===== config.mk =====
export PLATFORM = sky130hd
export DESIGN_NAME = pri_engine
export DESIGN_NICKNAME = d
export VERILOG_FILES = /design/src/hw/rtl/polynomial_riemann_integrator_macros.svh /design/src/hw/rtl/pri_pkg.sv /design/src/hw/rtl/pri_engine.sv
export SDC_FILE = /design/constraint.sdc
export NUM_CORES = 2
export LEC_CHECK = 0
export BUFFER_PORTS_ARGS = -buffer_cell sky130_fd_sc_hd__buf_2
export CAP_MARGIN = 20
export CORE_ASPECT_RATIO = 0.75
export CORE_MARGIN = 2
export CORE_UTILIZATION = 57
export DETAILED_ROUTE_END_ITERATION = 7
export GPL_TIMING_DRIVEN = 0
export HOLD_SLACK_MARGIN = 0.03
export PLACE_DENSITY = 0.71
export SKIP_LAST_GASP = 1
export SLEW_MARGIN = 10
export SYNTH_ARGS = -nofsm -noshare
export SYNTH_HDL_FRONTEND = slang
export SYNTH_SLANG_ARGS = --single-unit
export TNS_END_PERCENT = 1

===== constraint.sdc =====
create_clock -name clk_i -period 14.1 [get_ports clk_i]
set_input_delay 2.115 -clock clk_i [delete_from_list [all_inputs] [get_ports clk_i]]
set_output_delay 2.115 -clock clk_i [all_outputs]
set_load 0.02 [all_outputs]

===== src/hw/rtl/polynomial_riemann_integrator_macros.svh =====
// ----------------------------------------------------------------------------
// Polynomial Riemann integrator assertion macros
// Concurrent assertion shorthands clocked on clk_i, disabled in reset.
// ----------------------------------------------------------------------------
`ifndef POLYNOMIAL_RIEMANN_INTEGRATOR_MACROS_SVH
`define POLYNOMIAL_RIEMANN_INTEGRATOR_MACROS_SVH

// Same-cycle implication: when pre holds, post holds too
`define PRI_ASSERT_IMPL(name, pre, post) \
  name: assert property (@(posedge clk_i) disable iff (!rst_ni) (pre) |-> (post)) \
    else $error("pri: same-cycle check failed");

// Next-cycle implication: when pre holds, post holds in the next cycle
`define PRI_ASSERT_NEXT(name, pre, post) \
  name: assert property (@(posedge clk_i) disable iff (!rst_ni) (pre) |=> (post)) \
    else $error("pri: next-cycle check failed");

`endif


===== src/hw/rtl/pri_pkg.sv =====
// ----------------------------------------------------------------------------
// pri_pkg
// Types and constants shared by the polynomial Riemann integrator.
// ----------------------------------------------------------------------------
`timescale 1ns / 1ps

package pri_pkg;

  // Coefficient store geometry
  localparam int unsigned MAX_COEFS = 1024;
  localparam int unsigned COEF_AW   = (MAX_COEFS > 1) ? $clog2(MAX_COEFS) : 1;
  localparam int unsigned COUNT_W   = $clog2(MAX_COEFS + 1);

  // Configuration register indexes
  localparam int unsigned CFG_IDX_W = 2;
  localparam logic [CFG_IDX_W-1:0] CFG_LEFT_BOUND  = 2'd0;
  localparam logic [CFG_IDX_W-1:0] CFG_RIGHT_BOUND = 2'd1;
  localparam logic [CFG_IDX_W-1:0] CFG_STEP_WIDTH  = 2'd2;

  // Configuration reset values
  localparam logic [31:0] LEFT_BOUND_RST  = 32'sd0;
  localparam logic [31:0] RIGHT_BOUND_RST = 32'sd65536;
  localparam logic [30:0] STEP_WIDTH_RST  = 31'd66;

  // Saturation limits
  localparam logic [31:0] Q32_MAX = 32'h7FFF_FFFF;
  localparam logic [31:0] Q32_MIN = 32'h8000_0000;
  localparam logic [63:0] Q64_MAX = 64'h7FFF_FFFF_FFFF_FFFF;
  localparam logic [63:0] Q64_MIN = 64'h8000_0000_0000_0000;

  // Input request payload
  typedef struct packed {
    logic signed [31:0] coef_value;
    logic               coef_last;
  } pri_in_t;

  // Result payload
  typedef struct packed {
    logic signed [63:0] integral_value;
    logic               overflow;
    logic               too_many;
  } pri_out_t;

  // Integration job handed from the loader to the engine
  typedef struct packed {
    logic signed [31:0] lo;
    logic signed [31:0] hi;
    logic [30:0]        step;
    logic [COUNT_W-1:0] count;
    logic               too_many;
  } pri_job_t;

  // Coefficient store read request
  typedef struct packed {
    logic               re;
    logic [COEF_AW-1:0] addr;
  } pri_rd_req_t;

endpackage


===== src/hw/rtl/pri_engine.sv =====
// ----------------------------------------------------------------------------
// pri_engine
// Riemann sum sequencer: Horner evaluation from the coefficient store,
// term multiply and saturating Q47.16 accumulation on one shared multiplier.
// ----------------------------------------------------------------------------
`timescale 1ns / 1ps

module pri_engine import pri_pkg::*; (
  input  logic        clk_i,
  input  logic        rst_ni,
  input  logic        start_i,
  input  pri_job_t    job_i,
  input  logic        ack_i,
  output logic        busy_o,
  output logic        done_o,
  output pri_out_t    result_o,
  output pri_rd_req_t rd_req_o,
  input  logic [31:0] rd_data_i
);

  typedef enum logic [2:0] {
    S_IDLE,
    S_READ,
    S_HORNER,
    S_TERM,
    S_ACCUM,
    S_FINISH,
    S_DONE
  } state_e;

  state_e             state_q;
  logic signed [33:0] walk_q;
  logic signed [31:0] hi_q;
  logic [30:0]        step_q;
  logic [COUNT_W-1:0] n_q;
  logic [COUNT_W-1:0] idx_q;
  logic signed [31:0] y_q;
  logic signed [63:0] prod_q;
  logic signed [63:0] acc_q;
  logic               ovf_q;
  logic               neg_q;
  logic               many_q;
  pri_out_t           res_q;

  // Start decode: order the bounds, force a nonzero step
  logic               swap;
  logic signed [31:0] lo_s;
  logic signed [31:0] hi_s;
  logic [30:0]        step_eff;
  always_comb begin
    swap     = job_i.hi < job_i.lo;
    lo_s     = swap ? job_i.hi : job_i.lo;
    hi_s     = swap ? job_i.lo : job_i.hi;
    step_eff = (job_i.step == 31'd0) ? 31'd1 : job_i.step;
  end

  // Shared multiplier: y * x while evaluating, y * step for the term
  logic signed [31:0] mul_b;
  logic signed [63:0] product;
  always_comb begin
    mul_b   = (state_q == S_TERM) ? $signed({1'b0, step_q}) : walk_q[31:0];
    product = y_q * mul_b;
  end

  // Horner update: asr16(y * x) + coef * 2^16, saturated to 32 bits
  logic signed [48:0] h_shift;
  logic signed [48:0] h_coef;
  logic signed [48:0] h_sum;
  logic               h_pos_ovf;
  logic               h_neg_ovf;
  logic signed [31:0] y_next;
  always_comb begin
    h_shift   = {prod_q[63], prod_q[63:16]};
    h_coef    = {rd_data_i[31], rd_data_i, 16'd0};
    h_sum     = h_shift + h_coef;
    h_pos_ovf = !h_sum[48] && (|h_sum[47:31]);
    h_neg_ovf = h_sum[48] && !(&h_sum[47:31]);
    if (h_pos_ovf) begin
      y_next = Q32_MAX;
    end else if (h_neg_ovf) begin
      y_next = Q32_MIN;
    end else begin
      y_next = h_sum[31:0];
    end
  end

  // Accumulate: acc + asr16(y * step), saturated to 64 bits
  logic signed [63:0] term;
  logic signed [64:0] a_sum;
  logic               a_ovf;
  logic signed [63:0] acc_next;
  always_comb begin
    term     = {{16{prod_q[63]}}, prod_q[63:16]};
    a_sum    = {acc_q[63], acc_q} + {term[63], term};
    a_ovf    = a_sum[64] != a_sum[63];
    acc_next = a_ovf ? (a_sum[64] ? Q64_MIN : Q64_MAX) : a_sum[63:0];
  end

  // Advance the sample point
  logic signed [33:0] walk_next;
  logic               more;
  logic [COUNT_W-1:0] idx_inc;
  always_comb begin
    walk_next = walk_q + $signed({3'b000, step_q});
    more      = walk_next < $signed({{2{hi_q[31]}}, hi_q});
    idx_inc   = idx_q + COUNT_W'(1);
  end

  // Sequencer and datapath registers
  always_ff @(posedge clk_i or negedge rst_ni) begin
    if (!rst_ni) begin
      state_q <= S_IDLE;
      walk_q  <= '0;
      hi_q    <= '0;
      step_q  <= '0;
      n_q     <= '0;
      idx_q   <= '0;
      y_q     <= '0;
      prod_q  <= '0;
      acc_q   <= '0;
      ovf_q   <= 1'b0;
      neg_q   <= 1'b0;
      many_q  <= 1'b0;
      res_q   <= '0;
    end else begin
      case (state_q)
        S_IDLE: begin
          if (start_i) begin
            walk_q <= {{2{lo_s[31]}}, lo_s};
            hi_q   <= hi_s;
            step_q <= step_eff;
            n_q    <= job_i.count;
            idx_q  <= '0;
            y_q    <= '0;
            acc_q  <= '0;
            ovf_q  <= 1'b0;
            neg_q  <= swap;
            many_q <= job_i.too_many;
            state_q <= (lo_s < hi_s) ? S_READ : S_FINISH;
          end
        end
        S_READ: begin
          prod_q  <= product;
          state_q <= S_HORNER;
        end
        S_HORNER: begin
          y_q   <= y_next;
          ovf_q <= ovf_q | h_pos_ovf | h_neg_ovf;
          idx_q <= idx_inc;
          state_q <= (idx_inc == n_q) ? S_TERM : S_READ;
        end
        S_TERM: begin
          prod_q  <= product;
          state_q <= S_ACCUM;
        end
        S_ACCUM: begin
          acc_q  <= acc_next;
          ovf_q  <= ovf_q | a_ovf;
          walk_q <= walk_next;
          y_q    <= '0;
          idx_q  <= '0;
          state_q <= more ? S_READ : S_FINISH;
        end
        S_FINISH: begin
          // Negate for swapped bounds; the minimum saturates to the maximum
          if (neg_q && (acc_q == Q64_MIN)) begin
            res_q.integral_value <= Q64_MAX;
            res_q.overflow       <= 1'b1;
          end else begin
            res_q.integral_value <= neg_q ? -acc_q : acc_q;
            res_q.overflow       <= ovf_q;
          end
          res_q.too_many <= many_q;
          state_q <= S_DONE;
        end
        S_DONE: begin
          if (ack_i) begin
            state_q <= S_IDLE;
          end
        end
        default: begin
          state_q <= S_IDLE;
        end
      endcase
    end
  end

  assign busy_o        = state_q != S_IDLE;
  assign done_o        = state_q == S_DONE;
  assign result_o      = res_q;
  assign rd_req_o.re   = state_q == S_READ;
  assign rd_req_o.addr = idx_q[COEF_AW-1:0];

endmodule


* After elaboration in Yosys (flattened, before gate mapping)
Cells that the tools add are included.
Cells by class: reduce and logical (&&, ||, !) cells 17, add/sub/neg operators 5, multiplexer cells 26, bitwise gates (word level) 3, $lt $le $gt $ge 3, eq/ne operators 11, $mul 1
Operators by type and width (number):
- $mux 64 | 4
- $mux 32 | 6
- $pmux 64 s2 | 1
- $pmux 32 s3 | 1
- $pmux 34 s2 | 1
- $add 64x48->65 | 1
- $mux 65 | 1
- $eq 64x64->1 const B | 1
- $lt 32x32->1 | 2
- $mul 32x32->64 | 1
- $neg 64->64 | 1
- $add 48x48->49 | 1
- $add 34x32->34 | 1
- $lt 34x32->1 | 1
- $mux 34 | 1
- $pmux 11 s3 | 1
- $logic_not 31->1 | 1
- $mux 31 | 1
- $pmux 3 s7 | 1
- $reduce_and 17->1 | 1
- $reduce_or 17->1 | 1
- $mux 3 | 4
- $add 11x1->11 const B | 1
- $eq 11x11->1 | 1
- other kinds (17) | 30
Storage, ports and cells: output and inout bits 79, input bits 143, logic and storage cells 81, bits in registers 351

* Longest topological paths before layout
depth in word-level cells 7, gate-level depth with buffers 33, gate-level depth less buffers 30

* Worst setup path before layout
No wires, ideal clock.
kind reg2reg, from register state_q[2], to register prod_q[60], path buffers 3, required time 13974 ps, slack 5196 ps, stages on the path, launching flop included 29, clock period less this slack 8904 ps, setup time 126 ps, arrival time 8778 ps, cells stage by stage dfrtp_1 -> nand3b_1 -> clkbuf_1 -> buf_1 -> mux2_2 -> clkbuf_1 -> nand2_1 -> inv_1 -> fa_1 -> fa_1 -> fa_1 -> fa_1 -> inv_1 -> fa_1 -> inv_1 -> fa_1 -> inv_1 -> fa_1 -> inv_1 -> fa_1 -> ha_1 -> a21oi_1 -> o21bai_1 -> a21oi_1 -> o21bai_1 -> a21oi_1 -> o21bai_1 -> a21o_1 -> a221o_1
Between the ends: word-level cells in the longest chain between the ends 3, elaborated cells on any way between the ends 5, classes of those cells 1 x mul; 2 x eq/ne; 1 x mux; 1 x reduce/logical
RTL lines:
- start, declared | line pri_engine.sv:31 | state_e state_q;
- start signal, assigned | line pri_engine.sv:139 | state_q <= (lo_s < hi_s) ? S_READ : S_FINISH;
- start signal, assigned | line pri_engine.sv:150 | state_q <= (idx_inc == n_q) ? S_TERM : S_READ;
- start signal, assigned | line pri_engine.sv:162 | state_q <= more ? S_READ : S_FINISH;
- $eq 3x2->1 | line pri_engine.sv:61, pri_engine.sv:126
- $mux 32 | line pri_engine.sv:61 | mul_b = (state_q == S_TERM) ? $signed({1'b0, step_q}) : walk_q[31:0];
- $mul 32x32->64 | line pri_engine.sv:62 | product = y_q * mul_b;
- end signal, assigned | line pri_engine.sv:143 | prod_q <= product;
- end signal, assigned | line pri_engine.sv:153 | prod_q <= product;
- end, declared | line pri_engine.sv:38 | logic signed [63:0] prod_q;
Several ways; a longest one is shown, not always the timed one. A chain may end at the register's enable or synchronous reset.

* Worst setup path in the final report
Same ends and word-level chain as after synthesis.

==> qor.txt <==
status - finished clean
CTS tree - built
IO Pins - 222
Post-synth EDFFs - 0
die area - 108000 µm²
final WL - 215 mm
Setup TNS Final - 0 ns
most area-hungry cell type in the Yosys netlist - fa_1
Crit path top cell by count - fa_1
ANT nets after route - 0
CORE AREA - 105000 µm²
Fin. Hold Viols - 0
post-synth top area share - 36.0%
ys flop type - dfrtp_1
final setup skew - 0.0465 ns
crit end category - register
final setup fails - 0
routed via count - 51029
count of cell types in the netlist - 76
hold crit path type - register to register
CTS Buf Count - 34
port bufs - 221
Post-Synth Adder-Cell Area - 43.8%
Final Wtd Congestion - 1.06
drt first-iter violations - 5529
first-pass GRT wire length - 323 mm
clock root buffer - clkbuf_16
RSZ-0062 raised after global routing - no
Pins Over Slew Limit - 0
share of synthesized registers carrying an async set or reset - 100%
syn nets - 8429
Resized Gates After CTS - 0
all-layer global routing usage - 40.5%
simple-gate share of the synthesized area - 17.9%
Synth Register Bits - 335
Max Cap Violations - 0
commonest cells after routing, fill and taps aside - fa_1, inv_1, nand2_1
Post-CTS Hold Fix Bufs - 0
GR Util met2 - 55.2%
setup bufs post-CTS - 0
Final Cycle Share - 88.4%
H-tree levels - 2
data arrival time of the worst path - 12.97 ns
Nets - 8696
commonest non-fill, non-tap cell in the layout - fa_1
post-synthesis compound-gate area fraction - 11.1%
Sink Count - 335
Rel. slew slack - 17.0%
synthesized area - 60200 µm²
Overflow after GRT - 0
chip width - 379 µm
top post-synthesis cells by area - fa_1, dfrtp_1, ha_1
Slew @ Worst Pin - 1.21 ns
post-synthesis sequential area ratio - 13.9%
critical path type - register to register
layout cells sized above 1 - 5.11%
Syn Inst Count - 6829
global-route met3 utilization - 15.2%
slowest CP cell - mux2i_1
XOR/XNOR Fraction of Synth Area - 3.54%
initial antenna violation count - 10
initial core utilization - 57.3%
DRC - 0
GRT met1 Usage - 60.1%
DIE HEIGHT - 285 µm
WL/cell - 25.2 µm
Pre-antenna DRT Iters - 7
crit start category - register
clk slew on worst S/H paths - 0.07 ns
most crowded layer after global routing - met1
CP max stage delay - 1.07 ns
DP HPWL - 183 mm
Layout area overhead - 6.94%
Longest Clk Path Bufs - 3
vias per inst - 5.97
Skew-Pair Late Insertion Delay - 0.58 ns
number of global-route vias before repair - 50423
row cnt - 103
fmax - 80.3 MHz
synthesized area per cell - 8.82 µm²
Yosys warning total - 0
mux cell area share after synthesis - 0.715%
Final Critical Period - 12.46 ns
Req. time, crit path - 14.62 ns
main combinational cell family by area after synthesis - adder cells
largest net degree at the start of global routing - 115
Critical Path Fanout Max - 10
[through the flow]
step / utilization, % / hold WS [ns] / area (µm²) / setup WS (ns) / instances
floorplan: - / 0.440 / 60200 / 5.20 / 6829
global placement: 60.1 / 0.457 / 63100 / 1.88 / 8467
detailed placement: 60.2 / 0.462 / 63200 / 2.12 / 8473
CTS: 61.2 / 0.479 / 64300 / 2.06 / 8534
global route: 61.3 / 0.517 / 64400 / 1.34 / 8540
finish: 61.3 / 0.477 / 64400 / 1.64 / 8544
[registers in the layout, indices dropped and copies added (netlist names)]
| register | cells |
|---|---|
| step_q | 31 |
| prod_q | 48 |
| idx_q | 11 |
| ovf_q | 1 |
| n_q | 11 |
| hi_q | 32 |
| result_o | 66 |
| many_q | 1 |
| neg_q | 1 |
| state_q | 3 |
| walk_q | 34 |
| y_q | 32 |
| acc_q | 64 |
[routing by layer]
layer / wire length, µm / share of wire (%)
met1: 91600 / 43
met2: 86200 / 40
met3: 29800 / 14
met4: 7560 / 3.5
met5: 35 / 0.016
[area by class of cell]
| class | instances | area (µm²) |
|---|---|---|
| inverter | 1078 | 4050 |
| clock inverter | 12 | 125 |
| fill | 9297 | 40700 |
| buffer | 351 | 1400 |
| sequential | 335 | 8380 |
| multi-input combinational | 5065 | 46400 |
| tap | 1417 | 1770 |
| antenna | 6 | 15.0 |
| clock buffer | 49 | 977 |
| timing repair buffer | 231 | 1270 |
[final timing paths]
check                                            start                endpoint  slack, ns  cells after the start
worst max-delay path            state_q[2]$_DFFE_PN0P_  prod_q[60]$_DFFE_PN0P_       1.64                     30
worst min-delay path                many_q$_DFFE_PN0P_      many_q$_DFFE_PN0P_       0.48                      2
worst max register to register  state_q[2]$_DFFE_PN0P_  prod_q[60]$_DFFE_PN0P_       1.64                     30
worst min register to register      many_q$_DFFE_PN0P_      many_q$_DFFE_PN0P_       0.48                      2
max in group asynchronous                       rst_ni     hi_q[8]$_DFFE_PN0P_      11.29                      3
min in group asynchronous                       rst_ni  prod_q[61]$_DFFE_PN0P_       1.46                      1
[cells in the mapped netlist, types with 22 or more instances]
cell type / count
and3_1: 35
nor2_1: 334
a21oi_1: 307
xnor2_1: 113
inv_1: 1078
xor2_1: 130
o21a_1: 22
o21bai_1: 39
mux2_2: 24
nand2b_1: 46
ha_1: 373
clkbuf_1: 326
a21o_1: 104
nand2_1: 1010
a221o_1: 45
or3_1: 26
a31oi_1: 62
nor2b_1: 259
fa_1: 1084
nand3_1: 79
nand4_1: 50
nor3_1: 50
dfrtp_1: 335
o31ai_1: 34
o21ai_0: 267
and2_1: 291
a211oi_1: 22
[cells by family (layout without fill, tap and decap cells)]
group                      Yosys count  after routing
and+or+nand+nor                   2268           2268
adders and majority gates         1457           1457
buffers and inverters             1429           1721
AOI/OAI and AO/OA                 1057           1057
DFF                                335            335
xor gates and xnor gates           243            243
muxes                               40             40
other                                0              6
[worst max-delay path, delay by kind of cell (launching register included)]
kind | cells | cell delay, ns
buf+inv | 7 | 2.62
mux | 1 | 1.07
fa+ha+maj | 9 | 4.68
compound gates | 9 | 2.50
flops | 1 | 0.44
simple gates | 4 | 1.07
Power is left out: the tool's default activity adds up to more than one toggle a clock period on the data nets, which glitch-free logic cannot reach.
